### src/hw/rtl/slxfp_pkg.sv
`timescale 1ns / 1ps
// ----------------------------------------------------------------------------
// slxfp_pkg: shared definitions for the sync/length/xor frame parser
// Field widths, protocol constants, state encodings and the command and
// status bundles between controller and datapath.
// ----------------------------------------------------------------------------
package slxfp_pkg;

  localparam int HOLD_DEPTH_DEF = 16;
  localparam int MAX_DATA_DEF   = 8;

  localparam int BYTE_W    = 8;
  localparam int TIMEOUT_W = 16;
  localparam int LEN_W     = 4;
  localparam int COUNT_W   = 3;

  // hold store layout: sync a, sync b, length, event, data..., check
  localparam int EVENT_ADDR  = 3;
  localparam int SYNC_B_ADDR = 1;
  localparam int LEN_ADDR    = 2;

  localparam logic [BYTE_W-1:0]    SYNC_A          = 8'h00;
  localparam logic [BYTE_W-1:0]    SYNC_B          = 8'hAA;
  localparam logic [BYTE_W-1:0]    BAD_EVENT_LO    = 8'h00;
  localparam logic [BYTE_W-1:0]    BAD_EVENT_HI    = 8'hFF;
  localparam logic [LEN_W-1:0]     LEN_MIN         = 4'd2;
  localparam logic [LEN_W-1:0]     LEN_MAX         = 4'd9;
  localparam logic [TIMEOUT_W-1:0] TIMEOUT_DEFAULT = 16'd300;

  localparam logic ACTION_BYTE = 1'b0;
  localparam logic ACTION_TICK = 1'b1;

  typedef enum logic [2:0] {
    PH_HUNT   = 3'd0,
    PH_SYNC2  = 3'd1,
    PH_LENGTH = 3'd2,
    PH_EVENT  = 3'd3,
    PH_DATA   = 3'd4,
    PH_CHECK  = 3'd5
  } phase_t;

  typedef enum logic [2:0] {
    CTL_IDLE     = 3'd0,
    CTL_SCAN     = 3'd1,
    CTL_SCAN_LEN = 3'd2,
    CTL_FIX2     = 3'd3,
    CTL_EMIT     = 3'd4
  } ctl_state_t;

  typedef struct packed {
    logic in_ready;
    logic push;
    logic restart;
    logic hunt;
    logic load_len;
    logic load_event;
    logic inc_data;
    logic xor_init;
    logic xor_acc;
    logic scan_start;
    logic scan_step;
    logic fix_short;
    logic fix_len;
    logic fix_wr2;
    logic emit_start;
    logic emit_load;
  } ctl_cmd_t;

  typedef struct packed {
    logic byte_acc;
    logic expire;
    logic is_sync_a;
    logic is_sync_b;
    logic len_ok;
    logic frame_min;
    logic data_full;
    logic data_last;
    logic hold_full;
    logic frame_good;
    logic pair_hit;
    logic at_end;
    logic rd_len_ok;
    logic out_free;
    logic emit_last;
  } ctl_status_t;

  function automatic logic len_ok(input logic [BYTE_W-1:0] v);
    return (v >= {4'd0, LEN_MIN}) && (v <= {4'd0, LEN_MAX});
  endfunction

endpackage

### src/hw/rtl/slxfp_ctrl.sv
`timescale 1ns / 1ps
// ----------------------------------------------------------------------------
// slxfp_ctrl: frame parser controller
// Holds the parse phase and the sequencer that runs rescans and emission.
// ----------------------------------------------------------------------------
module slxfp_ctrl (
  input  logic                   clk,
  input  logic                   rst,
  input  slxfp_pkg::ctl_status_t status,
  output slxfp_pkg::ctl_cmd_t    cmd
);
  import slxfp_pkg::*;

  ctl_state_t state, state_next;
  phase_t     phase, phase_next;

  always_ff @(posedge clk) begin
    if (rst) begin
      state <= CTL_IDLE;
      phase <= PH_HUNT;
    end else begin
      state <= state_next;
      phase <= phase_next;
    end
  end

  // next state
  always_comb begin
    state_next = state;
    phase_next = phase;
    unique case (state)
      CTL_IDLE: begin
        if (status.byte_acc) begin
          unique case (phase)
            PH_SYNC2: begin
              priority if (status.is_sync_b && !status.hold_full) begin
                phase_next = PH_LENGTH;
              end else if (status.is_sync_a) begin
                phase_next = PH_SYNC2;
              end else begin
                phase_next = PH_HUNT;
              end
            end
            PH_LENGTH: begin
              if (!status.hold_full && status.len_ok) begin
                phase_next = PH_EVENT;
              end else begin
                phase_next = PH_HUNT;
              end
            end
            PH_EVENT: begin
              priority if (status.hold_full) begin
                phase_next = PH_HUNT;
              end else if (status.frame_min) begin
                phase_next = PH_CHECK;
              end else begin
                phase_next = PH_DATA;
              end
            end
            PH_DATA: begin
              priority if (status.data_full || status.hold_full) begin
                phase_next = PH_HUNT;
              end else if (status.data_last) begin
                phase_next = PH_CHECK;
              end
            end
            PH_CHECK: begin
              priority if (status.hold_full) begin
                phase_next = PH_HUNT;
              end else if (status.frame_good) begin
                phase_next = PH_HUNT;
                state_next = CTL_EMIT;
              end else begin
                state_next = CTL_SCAN;
              end
            end
            default: begin
              phase_next = status.is_sync_a ? PH_SYNC2 : PH_HUNT;
            end
          endcase
        end else if (status.expire && phase != PH_HUNT) begin
          phase_next = PH_HUNT;
        end
      end
      CTL_SCAN: begin
        priority if (status.pair_hit && status.at_end) begin
          phase_next = PH_LENGTH;
          state_next = CTL_IDLE;
        end else if (status.pair_hit) begin
          state_next = CTL_SCAN_LEN;
        end else if (status.at_end) begin
          phase_next = PH_HUNT;
          state_next = CTL_IDLE;
        end
      end
      CTL_SCAN_LEN: begin
        if (status.rd_len_ok) begin
          phase_next = PH_EVENT;
          state_next = CTL_FIX2;
        end else begin
          phase_next = PH_HUNT;
          state_next = CTL_IDLE;
        end
      end
      CTL_FIX2: begin
        state_next = CTL_IDLE;
      end
      CTL_EMIT: begin
        if (status.out_free && status.emit_last) begin
          state_next = CTL_IDLE;
        end
      end
      default: begin
        state_next = CTL_IDLE;
      end
    endcase
  end

  // commands
  always_comb begin
    cmd = '0;
    unique case (state)
      CTL_IDLE: begin
        cmd.in_ready = 1'b1;
        if (status.byte_acc) begin
          unique case (phase)
            PH_SYNC2: begin
              priority if (status.is_sync_b && !status.hold_full) begin
                cmd.push     = 1'b1;
                cmd.xor_init = 1'b1;
              end else if (status.is_sync_a) begin
                cmd.restart = 1'b1;
              end else begin
                cmd.hunt = 1'b1;
              end
            end
            PH_LENGTH: begin
              if (!status.hold_full && status.len_ok) begin
                cmd.push     = 1'b1;
                cmd.xor_acc  = 1'b1;
                cmd.load_len = 1'b1;
              end else begin
                cmd.hunt = 1'b1;
              end
            end
            PH_EVENT: begin
              if (status.hold_full) begin
                cmd.hunt = 1'b1;
              end else begin
                cmd.push       = 1'b1;
                cmd.xor_acc    = 1'b1;
                cmd.load_event = 1'b1;
              end
            end
            PH_DATA: begin
              if (status.data_full || status.hold_full) begin
                cmd.hunt = 1'b1;
              end else begin
                cmd.push     = 1'b1;
                cmd.xor_acc  = 1'b1;
                cmd.inc_data = 1'b1;
              end
            end
            PH_CHECK: begin
              priority if (status.hold_full) begin
                cmd.hunt = 1'b1;
              end else if (status.frame_good) begin
                cmd.hunt       = 1'b1;
                cmd.emit_start = 1'b1;
              end else begin
                cmd.push       = 1'b1;
                cmd.scan_start = 1'b1;
              end
            end
            default: begin
              if (status.is_sync_a) begin
                cmd.restart = 1'b1;
              end else begin
                cmd.hunt = 1'b1;
              end
            end
          endcase
        end else if (status.expire && phase != PH_HUNT) begin
          cmd.hunt = 1'b1;
        end
      end
      CTL_SCAN: begin
        priority if (status.pair_hit && status.at_end) begin
          cmd.fix_short = 1'b1;
        end else if (status.pair_hit) begin
          // fetch the byte after the pair as the length candidate
          cmd.scan_step = 1'b1;
        end else if (status.at_end) begin
          cmd.hunt = 1'b1;
        end else begin
          cmd.scan_step = 1'b1;
        end
      end
      CTL_SCAN_LEN: begin
        if (status.rd_len_ok) begin
          cmd.fix_len = 1'b1;
        end else begin
          cmd.hunt = 1'b1;
        end
      end
      CTL_FIX2: begin
        cmd.fix_wr2 = 1'b1;
      end
      CTL_EMIT: begin
        cmd.emit_load = status.out_free;
      end
      default: begin
        cmd = '0;
      end
    endcase
  end

endmodule

### config.mk
export PLATFORM = sky130hd
export DESIGN_NAME = slxfp_ctrl
export DESIGN_NICKNAME = d
export VERILOG_FILES = /design/src/hw/rtl/slxfp_pkg.sv /design/src/hw/rtl/slxfp_ctrl.sv
export SDC_FILE = /design/constraint.sdc
export NUM_CORES = 1
export LEC_CHECK = 0
export ABC_CLOCK_PERIOD_IN_PS = 1760
export BUFFER_PORTS_ARGS = -buffer_cell sky130_fd_sc_hd__buf_2
export CAP_MARGIN = 30
export CORE_MARGIN = 2
export CORE_UTILIZATION = 40
export CTS_CLUSTER_DIAMETER = 120
export CTS_CLUSTER_SIZE = 16
export DETAILED_ROUTE_END_ITERATION = 8
export GPL_ROUTABILITY_DRIVEN = 0
export PLACE_DENSITY = 0.72
export SETUP_SLACK_MARGIN = 0.2
export SLEW_MARGIN = 20
export SYNTH_ARGS = -nofsm -noshare
export SYNTH_HDL_FRONTEND = slang
export SYNTH_SLANG_ARGS = --single-unit
### constraint.sdc
create_clock -name clk -period 1.76 [get_ports clk]
set_input_delay 0.352 -clock clk [delete_from_list [all_inputs] [get_ports clk]]
set_output_delay 0.352 -clock clk [all_outputs]
set_load 0.01 [all_outputs]
==> flow_metrics.env <==
export IMPL_dieArea_mm2=0.00229
export IMPL_violations="negative setup slack"
export IMPL_hold_path_class="in -> reg"
export IMPL_crit_chain="buf_6 -> buf_4 -> mux2i_1 -> nand2_1 -> a2111oi_4 -> buf_2"
export IMPL_clock_latency_ps=260
export IMPL_grt_max_degree=14
export IMPL_async_reset_ff_frac=0
export IMPL_crit_type="reg -> out"
export IMPL_areaGrowthSynthToFinish_pct=104
export IMPL_synth_nets=130
export IMPL_port_buffers=32
export IMPL_dieWidth_um=47.9
export IMPL_r2r_cells=8
export IMPL_crit_family="buffers and inverters"
export IMPL_clock_skew_ps=3.09
export IMPL_p_switching_mw=0.206
export IMPL_crit_buf_inv=3
export IMPL_cts_buffers=3
export IMPL_fin_ws_ps=-523
export IMPL_final_area_mm2=0.00157
export IMPL_initial_core_util=0.436
export IMPL_busiest_layer="met2"
export IMPL_ys_ff_latch=6
export IMPL_synth_warnings=0
export IMPL_slowest_delay_ps=380
export IMPL_diodes=0
export IMPL_dp_hpwl_um=2030
export IMPL_power_density_mw_per_mm2=345
export IMPL_p_comb_frac=0.474
export IMPL_p_total_mw=0.541
export IMPL_endpoint_kind="output pin"
export IMPL_startpoint_type="flip-flop"
export IMPL_grt_pass1_wl_um=5000
export IMPL_detail_route_wl_per_cell_um=19.9
export IMPL_drtAntennaViolNets=0
export IMPL_final_nets=200
export IMPL_cts_tree="built"
export IMPL_cts_htree_levels=1
export IMPL_final_hold_viol_count=0
export IMPL_core_area_mm2=0.00176
export IMPL_switching_share=0.381
export IMPL_synth_area_um2=769
export IMPL_grt_pass1_vias=1114
export IMPL_synth_edf_count=0
export IMPL_finalCriticalPeriod_ps=2280
export IMPL_dr_pass1_iters=4
export IMPL_maxCapViolCount=0
export IMPL_worst_pin_slew_ps=434
export IMPL_cts_sinks=6
export IMPL_slowest_stage="a2111oi_4"
export IMPL_rsz0062_at_grt="true"
export IMPL_drv_slew=0
export IMPL_status="complete, but fails checks"
export IMPL_ios=33
export IMPL_root_buffer="clkbuf_4"
export IMPL_overflow=0
export IMPL_clock_path_buffers=2
export IMPL_groute_usage_overall=0.309
export IMPL_seq_power_share=0.270
export IMPL_path_clk_slew_ps=50
export IMPL_max_slew_margin_rel=0.703
export IMPL_setup_viol=11
export IMPL_required_ps=1410
export IMPL_yosysUniqueCellTypes=41
export IMPL_hold_depth=2
export IMPL_wl_um=4110
export IMPL_p_clk_frac=0.256
export IMPL_p_int_mw=0.335
export IMPL_cp_depth=6
export IMPL_drc=0
export IMPL_vias=1288
export IMPL_avgSynthCellArea_um2=6.81
export IMPL_final_common_cell="buf_2"
export IMPL_final_cell_mix="31 x buf_2, 29 x buf_4, 14 x nor2_1, 13 x buf_6"
export IMPL_first_iter_violations=106
export IMPL_dpl_cell_area_mm2=0.00117
export IMPL_viasPerCell=6.25
export IMPL_postSynthCellCount=113
export IMPL_die_h_um=47.9
export IMPL_ir_drop_v=0.000266
export IMPL_grt_use_met3=0.0755
export IMPL_cp_arrival_ps=1930
export IMPL_grt_antenna_before_repair=0
export IMPL_power_leakage_nw=0.695
export IMPL_critPathMaxFanout=6
export IMPL_fin_crit_sh=1.30
export IMPL_met1_usage=0.408
export IMPL_rows=15
export IMPL_drive_above_1_share=0.652
export IMPL_synth_main_ff_cell="dfxtp_1"
export IMPL_ys_seq_area_frac=0.156
export IMPL_max_freq_mhz=438
export IMPL_use_met2=0.507
metrics by stage:
stage / std cells / setup WS (ps) / TNS [ps] / util / hold slack [ps]
finish: 206 / -523 / -2460 / 0.888 / 349
global route: 206 / -505 / -2890 / 0.888 / 361
CTS: 201 / -387 / -1740 / 0.821 / 341
detailed placement: 187 / -205 / -721 / 0.665 / 532
global placement: 187 / -191 / -526 / 0.665 / 539
floorplan: 113 / -131 / -246 / - / 417
timing repair:
item                                    4_1_cts  5_1_grt
pin swaps                                    14        7
endpoints found under the setup margin       17       19
gates resized for setup                      43       16
gates cloned                                  1        0
hold buffers                                  0        0
setup buffers                                10        5
flip-flops by register name, indices dropped and copies added, names as in the netlist:
name,flops
phase,3
state,3
final timing paths:
kind              startpoint  endpoint  slack [ps]
setup reg to reg    state[1]  phase[0]        -140
setup / recovery    phase[2]   cmd[14]        -520
hold / removal           rst  phase[0]         350
hold reg to reg     phase[2]  phase[2]         550
power groups by stage:
stage	Sequential (mW)	Combinational, mW	Clock [mW]
final	0.146	0.256	0.139
after global routing	0.146	0.267	0.143
after CTS	0.146	0.223	0.133
after detailed placement	0.147	0.187	0
after global placement	0.147	0.182	0
after floorplan	0.144	0.108	0
cells in the mapped netlist, types with 2 or more instances:
master     number  area share
nor4b_1         4       0.046
nor3_1          8       0.052
inv_1           6       0.029
or4b_1          2       0.026
nor2b_1         4       0.033
a21oi_1         6       0.039
o41ai_1         2       0.023
clkbuf_1        6       0.029
nor2_1         19       0.093
nand2b_1        2       0.016
a2111oi_0       2       0.023
nand2_1         6       0.029
mux2i_1         2       0.026
o21ai_0         6       0.039
nand4_1         2       0.016
a21o_1          2       0.020
dfxtp_1         6        0.16
buf_2           4       0.026
nor3b_1         2       0.020
cell type report:
cell class	count	area, µm²
Clock buffer	3	22.5
Fill cell	87	198
Inverter	6	25.0
Multi-Input combinational cell	91	811
Sequential cell	6	128
Tap cell	25	31.3
Timing Repair Buffer	75	549
cell families (layout without fill, tap and decap cells):
family / after synthesis / in the layout / share of synthesized area
xor gates and xnor gates: 1 / 1 / 0.0114
muxes: 2 / 2 / 0.0260
buffers and inverters: 16 / 84 / 0.0845
AOI/OAI and AO/OA: 32 / 32 / 0.309
and+or+nand+nor: 56 / 56 / 0.413
DFF: 6 / 6 / 0.156
per-layer routing:
| metal | part of all wire | vias up | wire, µm |
|---|---|---|---|
| li1 | - | 559 | - |
| met1 | 0.39 | 596 | 1610 |
| met2 | 0.47 | 116 | 1920 |
| met3 | 0.11 | 17 | 434 |
| met4 | 0.035 | 0 | 142 |
| met5 | 0 | - | 0 |
Power figures use the tool's default switching activity.
