## src/hw/rtl/slxfp_pkg.sv

```systemverilog
`timescale 1ns / 1ps
// ----------------------------------------------------------------------------
// slxfp_pkg: shared definitions for the sync/length/xor frame parser
// Field widths, protocol constants, state encodings and the command and
// status bundles between controller and datapath.
// ----------------------------------------------------------------------------
package slxfp_pkg;

  localparam int HOLD_DEPTH_DEF = 16;
  localparam int MAX_DATA_DEF   = 8;

  localparam int BYTE_W    = 8;
  localparam int TIMEOUT_W = 16;
  localparam int LEN_W     = 4;
  localparam int COUNT_W   = 3;

  // hold store layout: sync a, sync b, length, event, data..., check
  localparam int EVENT_ADDR  = 3;
  localparam int SYNC_B_ADDR = 1;
  localparam int LEN_ADDR    = 2;

  localparam logic [BYTE_W-1:0]    SYNC_A          = 8'h00;
  localparam logic [BYTE_W-1:0]    SYNC_B          = 8'hAA;
  localparam logic [BYTE_W-1:0]    BAD_EVENT_LO    = 8'h00;
  localparam logic [BYTE_W-1:0]    BAD_EVENT_HI    = 8'hFF;
  localparam logic [LEN_W-1:0]     LEN_MIN         = 4'd2;
  localparam logic [LEN_W-1:0]     LEN_MAX         = 4'd9;
  localparam logic [TIMEOUT_W-1:0] TIMEOUT_DEFAULT = 16'd300;

  localparam logic ACTION_BYTE = 1'b0;
  localparam logic ACTION_TICK = 1'b1;

  typedef enum logic [2:0] {
    PH_HUNT   = 3'd0,
    PH_SYNC2  = 3'd1,
    PH_LENGTH = 3'd2,
    PH_EVENT  = 3'd3,
    PH_DATA   = 3'd4,
    PH_CHECK  = 3'd5
  } phase_t;

  typedef enum logic [2:0] {
    CTL_IDLE     = 3'd0,
    CTL_SCAN     = 3'd1,
    CTL_SCAN_LEN = 3'd2,
    CTL_FIX2     = 3'd3,
    CTL_EMIT     = 3'd4
  } ctl_state_t;

  typedef struct packed {
    logic in_ready;
    logic push;
    logic restart;
    logic hunt;
    logic load_len;
    logic load_event;
    logic inc_data;
    logic xor_init;
    logic xor_acc;
    logic scan_start;
    logic scan_step;
    logic fix_short;
    logic fix_len;
    logic fix_wr2;
    logic emit_start;
    logic emit_load;
  } ctl_cmd_t;

  typedef struct packed {
    logic byte_acc;
    logic expire;
    logic is_sync_a;
    logic is_sync_b;
    logic len_ok;
    logic frame_min;
    logic data_full;
    logic data_last;
    logic hold_full;
    logic frame_good;
    logic pair_hit;
    logic at_end;
    logic rd_len_ok;
    logic out_free;
    logic emit_last;
  } ctl_status_t;

  function automatic logic len_ok(input logic [BYTE_W-1:0] v);
    return (v >= {4'd0, LEN_MIN}) && (v <= {4'd0, LEN_MAX});
  endfunction

endpackage

```

## src/hw/rtl/slxfp_item_if.sv

```systemverilog
`timescale 1ns / 1ps
// ----------------------------------------------------------------------------
// slxfp_item_if: input channel of the frame parser
// One transaction carries either a received byte or one timer tick.
// ----------------------------------------------------------------------------
interface slxfp_item_if;
  import slxfp_pkg::*;

  logic              valid;
  logic              ready;
  logic              action;
  logic [BYTE_W-1:0] rx_byte;

  modport source (output valid, output action, output rx_byte, input ready);
  modport sink   (input valid, input action, input rx_byte, output ready);

endinterface

```

## src/hw/rtl/slxfp_result_if.sv

```systemverilog
`timescale 1ns / 1ps
// ----------------------------------------------------------------------------
// slxfp_result_if: output channel of the frame parser
// One transaction carries the event byte or one data byte of a good frame.
// ----------------------------------------------------------------------------
interface slxfp_result_if;
  import slxfp_pkg::*;

  logic               valid;
  logic               ready;
  logic [BYTE_W-1:0]  out_byte;
  logic               is_event;
  logic [COUNT_W-1:0] payload_count;
  logic               last;

  modport source (output valid, output out_byte, output is_event,
                  output payload_count, output last, input ready);
  modport sink   (input valid, input out_byte, input is_event,
                  input payload_count, input last, output ready);

endinterface

```

## src/hw/rtl/slxfp_ram.sv

```systemverilog
`timescale 1ns / 1ps
// ----------------------------------------------------------------------------
// slxfp_ram: generic simple dual-port ram
// One write port, one read port with registered read data.
// ----------------------------------------------------------------------------
module slxfp_ram #(
  parameter int WIDTH = 8,
  parameter int DEPTH = 16
) (
  input  logic                     clk,
  input  logic                     we,
  input  logic [$clog2(DEPTH)-1:0] waddr,
  input  logic [WIDTH-1:0]         wdata,
  input  logic                     re,
  input  logic [$clog2(DEPTH)-1:0] raddr,
  output logic [WIDTH-1:0]         rdata
);

  logic [WIDTH-1:0] mem [DEPTH];

  always_ff @(posedge clk) begin
    if (we) begin
      mem[waddr] <= wdata;
    end
    if (re) begin
      rdata <= mem[raddr];
    end
  end

endmodule

```

## src/hw/rtl/slxfp_dp.sv

```systemverilog
`timescale 1ns / 1ps
// ----------------------------------------------------------------------------
// slxfp_dp: frame parser datapath
// Hold store, counters, running xor, timeout and the result register.
// ----------------------------------------------------------------------------
module slxfp_dp #(
  parameter int HOLD_DEPTH = slxfp_pkg::HOLD_DEPTH_DEF,
  parameter int MAX_DATA   = slxfp_pkg::MAX_DATA_DEF
) (
  input  logic                             clk,
  input  logic                             rst,
  input  logic                             cfg_write_en,
  input  logic [slxfp_pkg::TIMEOUT_W-1:0]  cfg_write_data,
  slxfp_item_if.sink                       item,
  slxfp_result_if.source                   result,
  input  slxfp_pkg::ctl_cmd_t              cmd,
  output slxfp_pkg::ctl_status_t           status
);
  import slxfp_pkg::*;

  localparam int AW = $clog2(HOLD_DEPTH);
  localparam int CW = $clog2(HOLD_DEPTH + 1);
  localparam int DW = $clog2(MAX_DATA + 1);

  logic [TIMEOUT_W-1:0] timeout_reload;
  logic [TIMEOUT_W-1:0] timeout_left;
  logic [CW-1:0]        hold_count;
  logic [LEN_W-1:0]     frame_length;
  logic [DW-1:0]        data_count;
  logic [BYTE_W-1:0]    xor_sum;
  logic [BYTE_W-1:0]    event_byte;
  logic [AW-1:0]        cur_idx;
  logic                 prev_zero;
  logic [COUNT_W-1:0]   emit_k;
  logic                 out_valid;
  logic [BYTE_W-1:0]    out_byte;
  logic                 out_is_event;
  logic [COUNT_W-1:0]   out_count;
  logic                 out_last;

  logic                 accept;
  logic                 byte_acc;
  logic                 tick_acc;
  logic [BYTE_W-1:0]    rx;
  logic [LEN_W-1:0]     payload_len;
  logic [COUNT_W-1:0]   payload;

  logic                 ram_we;
  logic [AW-1:0]        ram_waddr;
  logic [BYTE_W-1:0]    ram_wdata;
  logic                 ram_re;
  logic [AW-1:0]        ram_raddr;
  logic [BYTE_W-1:0]    ram_rdata;

  assign item.ready = cmd.in_ready;
  assign accept     = item.valid && cmd.in_ready;
  assign byte_acc   = accept && (item.action == ACTION_BYTE);
  assign tick_acc   = accept && (item.action == ACTION_TICK);
  assign rx         = item.rx_byte;

  assign payload_len = frame_length - LEN_MIN;
  assign payload     = payload_len[COUNT_W-1:0];

  slxfp_ram #(
    .WIDTH (BYTE_W),
    .DEPTH (HOLD_DEPTH)
  ) u_hold_ram (
    .clk   (clk),
    .we    (ram_we),
    .waddr (ram_waddr),
    .wdata (ram_wdata),
    .re    (ram_re),
    .raddr (ram_raddr),
    .rdata (ram_rdata)
  );

  // write port: normal pushes, header restart, and re-seating after a rescan
  always_comb begin
    ram_we    = 1'b0;
    ram_waddr = hold_count[AW-1:0];
    ram_wdata = rx;
    priority if (cmd.fix_wr2) begin
      ram_we    = 1'b1;
      ram_waddr = AW'(LEN_ADDR);
      ram_wdata = ram_rdata;
    end else if (cmd.fix_short || cmd.fix_len) begin
      ram_we    = 1'b1;
      ram_waddr = AW'(SYNC_B_ADDR);
      ram_wdata = SYNC_B;
    end else if (cmd.restart) begin
      ram_we    = 1'b1;
      ram_waddr = '0;
    end else if (cmd.push) begin
      ram_we = 1'b1;
    end
  end

  always_comb begin
    ram_re    = 1'b0;
    ram_raddr = cur_idx + AW'(1);
    priority if (cmd.scan_start) begin
      ram_re    = 1'b1;
      ram_raddr = AW'(SYNC_B_ADDR);
    end else if (cmd.scan_step) begin
      ram_re = 1'b1;
    end else if (cmd.emit_start) begin
      ram_re    = 1'b1;
      ram_raddr = AW'(EVENT_ADDR);
    end else if (cmd.emit_load && !status.emit_last) begin
      ram_re    = 1'b1;
      ram_raddr = AW'(EVENT_ADDR) + AW'(emit_k) + AW'(1);
    end
  end

  always_comb begin
    status.byte_acc   = byte_acc;
    status.expire     = tick_acc && (timeout_left == TIMEOUT_W'(1));
    status.is_sync_a  = (rx == SYNC_A);
    status.is_sync_b  = (rx == SYNC_B);
    status.len_ok     = len_ok(rx);
    status.frame_min  = (frame_length == LEN_MIN);
    status.data_full  = (data_count >= DW'(MAX_DATA));
    status.data_last  = (int'(data_count) + 3) >= int'(frame_length);
    status.hold_full  = (hold_count >= CW'(HOLD_DEPTH));
    status.frame_good = (event_byte != BAD_EVENT_LO) && (event_byte != BAD_EVENT_HI)
                        && (xor_sum == rx);
    status.pair_hit   = prev_zero && (ram_rdata == SYNC_B);
    status.at_end     = (CW'(cur_idx) + CW'(1)) == hold_count;
    status.rd_len_ok  = len_ok(ram_rdata);
    status.out_free   = !out_valid || result.ready;
    status.emit_last  = (emit_k == payload);
  end

  always_ff @(posedge clk) begin
    if (rst) begin
      timeout_reload <= TIMEOUT_DEFAULT;
      timeout_left   <= '0;
      hold_count     <= '0;
      data_count     <= '0;
      frame_length   <= '0;
      out_valid      <= 1'b0;
    end else begin
      if (cfg_write_en) begin
        timeout_reload <= cfg_write_data;
      end

      if (byte_acc) begin
        timeout_left <= timeout_reload;
      end else if (tick_acc && timeout_left != '0) begin
        timeout_left <= timeout_left - TIMEOUT_W'(1);
      end

      priority if (cmd.hunt) begin
        hold_count <= '0;
      end else if (cmd.restart) begin
        hold_count <= CW'(1);
      end else if (cmd.fix_short) begin
        hold_count <= CW'(2);
      end else if (cmd.fix_len) begin
        hold_count <= CW'(3);
      end else if (cmd.push) begin
        hold_count <= hold_count + CW'(1);
      end

      priority if (cmd.hunt || cmd.restart || cmd.load_event || cmd.fix_len) begin
        data_count <= '0;
      end else if (cmd.inc_data) begin
        data_count <= data_count + DW'(1);
      end

      priority if (cmd.load_len) begin
        frame_length <= rx[LEN_W-1:0];
      end else if (cmd.fix_len) begin
        frame_length <= ram_rdata[LEN_W-1:0];
      end

      priority if (cmd.emit_load) begin
        out_valid <= 1'b1;
      end else if (result.ready) begin
        out_valid <= 1'b0;
      end
    end
  end

  always_ff @(posedge clk) begin
    priority if (cmd.xor_init || cmd.fix_short) begin
      xor_sum <= SYNC_B;
    end else if (cmd.fix_len) begin
      xor_sum <= SYNC_B ^ ram_rdata;
    end else if (cmd.xor_acc) begin
      xor_sum <= xor_sum ^ rx;
    end

    if (cmd.load_event) begin
      event_byte <= rx;
    end

    if (cmd.scan_start) begin
      cur_idx   <= AW'(SYNC_B_ADDR);
      prev_zero <= 1'b0;
    end else if (cmd.scan_step) begin
      cur_idx   <= cur_idx + AW'(1);
      prev_zero <= (ram_rdata == SYNC_A);
    end

    if (cmd.emit_start) begin
      emit_k <= '0;
    end else if (cmd.emit_load) begin
      emit_k <= emit_k + COUNT_W'(1);
    end

    if (cmd.emit_load) begin
      out_byte     <= ram_rdata;
      out_is_event <= (emit_k == '0);
      out_count    <= payload;
      out_last     <= status.emit_last;
    end
  end

  assign result.valid         = out_valid;
  assign result.out_byte      = out_byte;
  assign result.is_event      = out_is_event;
  assign result.payload_count = out_count;
  assign result.last          = out_last;

endmodule

```

## src/flat_wrapper.sv

```systemverilog
// flat-port wrapper written by rule: the top's interface ports become plain ports
module slxfp_dp_flat import slxfp_pkg::*;
#(
  parameter int HOLD_DEPTH = slxfp_pkg::HOLD_DEPTH_DEF,
  parameter int MAX_DATA   = slxfp_pkg::MAX_DATA_DEF
)
  (clk, rst, cfg_write_en, cfg_write_data, cmd, status, item_valid, item_action, item_rx_byte, item_ready, result_valid, result_out_byte, result_is_event, result_payload_count, result_last, result_ready);
  slxfp_item_if item_i ();
  slxfp_result_if result_i ();
  input  logic clk;
  input  logic rst;
  input  logic cfg_write_en;
  input  logic [slxfp_pkg::TIMEOUT_W-1:0] cfg_write_data;
  input  slxfp_pkg::ctl_cmd_t cmd;
  output slxfp_pkg::ctl_status_t status;
  input wire logic [$bits(item_i.valid)-1:0] item_valid;
  input wire logic [$bits(item_i.action)-1:0] item_action;
  input wire logic [$bits(item_i.rx_byte)-1:0] item_rx_byte;
  output wire logic [$bits(item_i.ready)-1:0] item_ready;
  output wire logic [$bits(result_i.valid)-1:0] result_valid;
  output wire logic [$bits(result_i.out_byte)-1:0] result_out_byte;
  output wire logic [$bits(result_i.is_event)-1:0] result_is_event;
  output wire logic [$bits(result_i.payload_count)-1:0] result_payload_count;
  output wire logic [$bits(result_i.last)-1:0] result_last;
  input wire logic [$bits(result_i.ready)-1:0] result_ready;
  assign item_i.valid = item_valid;
  assign item_i.action = item_action;
  assign item_i.rx_byte = item_rx_byte;
  assign item_ready = item_i.ready;
  assign result_valid = result_i.valid;
  assign result_out_byte = result_i.out_byte;
  assign result_is_event = result_i.is_event;
  assign result_payload_count = result_i.payload_count;
  assign result_last = result_i.last;
  assign result_i.ready = result_ready;
  slxfp_dp #(.HOLD_DEPTH(HOLD_DEPTH), .MAX_DATA(MAX_DATA)) u_core (.clk(clk), .rst(rst), .cfg_write_en(cfg_write_en), .cfg_write_data(cfg_write_data), .item(item_i), .result(result_i), .cmd(cmd), .status(status));
endmodule
```

## config.mk

```make
export PLATFORM = sky130hd
export DESIGN_NAME = slxfp_dp_flat
export DESIGN_NICKNAME = d
export VERILOG_FILES = /design/src/hw/rtl/slxfp_pkg.sv /design/src/hw/rtl/slxfp_item_if.sv /design/src/hw/rtl/slxfp_result_if.sv /design/src/hw/rtl/slxfp_ram.sv /design/src/hw/rtl/slxfp_dp.sv /design/src/flat_wrapper.sv
export SDC_FILE = /design/constraint.sdc
export NUM_CORES = 1
export LEC_CHECK = 0
export ABC_AREA = 1
export BUFFER_PORTS_ARGS = -buffer_cell sky130_fd_sc_hd__clkbuf_2
export CORE_ASPECT_RATIO = 0.9
export CORE_MARGIN = 10
export CORE_UTILIZATION = 58
export CTS_CLUSTER_DIAMETER = 80
export DETAILED_ROUTE_END_ITERATION = 16
export PLACE_DENSITY = 0.77
export SKIP_CTS_REPAIR_TIMING = 1
export SYNTH_ARGS = -nofsm -noshare
export SYNTH_HDL_FRONTEND = slang
export SYNTH_SLANG_ARGS = --single-unit
```

## constraint.sdc

```tcl
create_clock -name clk -period 5.5 [get_ports clk]
set_input_delay 0.275 -clock clk [delete_from_list [all_inputs] [get_ports clk]]
set_output_delay 0.275 -clock clk [all_outputs]
set_load 0.05 [all_outputs]
```

==> results.tsv <==
metric	value	unit
syn_nets	1169	
cts_buffers	24	
synth_edf_count	157	
placedCellCount	1389	
cts_buffer_depth	3	
grt_max_degree	66	
viasPerCell	5.587	
htreeDepth	1	
setup_violations	0	
clk_latency	0.51	ns
cp_max_fo	65	
num-fill-cells	1374	
grt_util_met3	0.04330	
drive_above_1_share	0.1479	
worstHoldPathType	in -> reg	
reg2reg_from	u_core.frame_length[0]	
fmax	0.3000	GHz
syn2layout_area_growth	13.04	%
failed_checks	hold timing	
worst_setup_path_start_kind	register	
clock_skew	0.009731	ns
leakage	5.004	nW
grt.met2_usage	0.3289	
vdd_drop_max	0.2300	mV
fin_setup_tns	0	ns
grt_use_total	0.2072	
stdcell_count	1437	
synth_top_family_by_area	simple AND/OR/NAND/NOR gates	
synthAdderAreaFrac	0.01676	
drc_errors	0	
synthesis.area	0.01045	mm²
critical_path_class	reg -> reg	
clkTransAtPathRegs	0.06	ns
cts_tree	built	
synth_xor_area_frac	0.01843	
core	0.01767	mm²
wire_per_inst	17.54	µm
syn_inst	1109	
hold_violations	3	
syn_area_per_cell	9.425	µm²
boundaryPins	76	
first_global_vias	7562	
setup.worst_path.start	u_core.frame_length[0]	
run_status	complete, but fails checks	
slew_viol_final	0	
drtAntennaViolNets	0	
synthDistinctLibCells	43	
drtIter0Drc	911	
yosys_warnings	0	
relSlewSlack	0.3473	
drv_cap	0	
drtPass1Iterations	5	
tightest_slew	0.9754	ns
synth_mux_area_frac	0	
ys_seq_area_frac	0.5698	
synth_compound_area_frac	0.06703	
totalWireLength	25210	µm
synth_flop_cell	edfxtp_1	
busiest_layer	met2	
crit_arrival	3.61	ns
fin_nets	1239	
gr-total-overflow	0	
crit_required	5.77	ns
finalCoreUtilization	0.6687	
root_buffer	clkbuf_16	
synth.top_cell.area_share	0.4510	
grt_setup_unrepaired	no	
ys_ff_latch	219	
gp_congestion	0.9090	
grt_pass1_wl	40500	µm
post_synth_most_frequent_cells	nand2_1 (195), edfxtp_1 (157), inv_1 (151)	
rows	46	
io_buffers	75	
antenna_found_initial	0	
p_per_area	359.1	mW/mm²
fin_crit_sh	0.6061	
die_w	161.5	µm
yosysMostFrequentCell	nand2_1	
dpl.hpwl	16480	µm
hold_path.startpoint	cfg_write_data[7]	
grtUsageMet1	0.2859	
synth-simple-area-share	0.2432	
vias	8029	
diodes	0	
synth.area.top_cells	edfxtp_1 (45%), dfxtp_1 (12%), nand2_1 (7.0%)	
synthArstFlopShare	0	
yosysTopAreaCell	edfxtp_1	
worst_setup_path_end_kind	register	
clock_sinks	219	
die-area	0.02380	mm²
initial_utilization	0.5916	
layout_min_cycle_time	3.333	ns
die_y	147.4	µm
hold_ws	-0.01737	ns
[layout by cell type (no fill, tap or decap), types with 5 or more instances in the layout]
cell,netlist,routed
nand2_1,195,195
edfxtp_1,157,157
inv_1,151,151
nand3_1,141,141
nor2_1,102,102
clkbuf_2,0,75
dfxtp_1,62,62
o21ai_0,41,41
a21oi_1,37,36
nand3_2,28,28
clkbuf_16,0,27
nand3b_1,15,15
xor2_1,14,14
ha_1,14,14
nor3_1,13,13
nand4_1,11,11
buf_4,3,11
a31oi_1,9,9
nand2_2,8,8
xnor2_1,8,8
nor4_1,7,7
o211ai_1,7,7
inv_2,5,5
o22ai_1,5,5
[through the flow]
step                      cell area, µm²  total power, mW  setup slack, ns
after CTS                          11780            4.242            2.221
final                              11820            4.243            2.167
after global placement             10930            2.559            2.245
after global routing               11820            4.393            1.850
after detailed placement           10930            2.571            2.223
after floorplan                    10450            2.388            2.162
[final timing paths]
| kind | end | slack, ns | cells past startpoint |
|---|---|---|---|
| worst max-delay path | u_core.u_hold_ram.rdata[5] | 2.17 | 15 |
| worst min-delay path | u_core.timeout_reload[7] | -0.02 | 3 |
| worst max register to register | u_core.u_hold_ram.rdata[5] | 2.17 | 15 |
| worst min register to register | u_core.timeout_reload[2] | 0.46 | 2 |
[flip-flops by register name, indices dropped and copies added, names as in the netlist]
name,flops
u_core.prev_zero,1
u_core.xor_sum,8
u_core.result.last,1
u_core.result.payload_count,3
u_core.cur_idx,4
u_core.timeout_reload,16
u_core.data_count,4
u_core.result.is_event,1
u_core.u_hold_ram.rdata,8
u_core.result.out_byte,8
u_core.result.valid,1
u_core.frame_length,4
u_core.hold_count,5
u_core.u_hold_ram.mem,128
u_core.event_byte,8
u_core.emit_k,3
u_core.timeout_left,16
[logic make-up (layout without fill, tap and decap cells)]
family                     after synthesis  in the layout
AOI/OAI and AO/OA                      120            120
xor gates and xnor gates                22             22
adders and majority gates               14             14
buffers and inverters                  203            291
DFF                                    219            219
and+or+nand+nor                        531            531
[power breakdown]
part / internal [mW] / switching (mW) / total, mW
clock: 1.05 / 0.638 / 1.69
sequential: 1.88 / 0.0583 / 1.94
combinational: 0.173 / 0.436 / 0.609
[routing by layer]
layer,vias up,share of wire
li1,3863,-
met3,40,0.095
met5,-,0
met2,371,0.46
met4,0,0.017
met1,3755,0.43
[layout make-up]
cell class | instances | area, µm² | area share
sequential | 219 | 5956 | 0.5041
tap | 240 | 300.3 | 0.02542
clock inverter | 11 | 131.4 | 0.01112
timing repair buffer | 90 | 498.0 | 0.04215
inverter | 157 | 589.3 | 0.04988
clock buffer | 33 | 718.2 | 0.06079
multi-input combinational | 687 | 3622 | 0.3066
[critical path: stages (launching register included)]
cell     delay (ns)
dfxtp_1        0.40
inv_1          0.09
nand2_1        0.07
nand2_1        0.06
nor2_2         0.14
nand2_4        0.09
a21oi_2        0.14
nand2_2        0.07
nand2_4        0.67
nand2_4        0.65
nand2_1        0.19
nand2_1        0.07
nand2_1        0.06
nand3_1        0.17
nand3_1        0.12
nand2_1        0.05
Note: power is estimated with default switching activity, not from simulation.
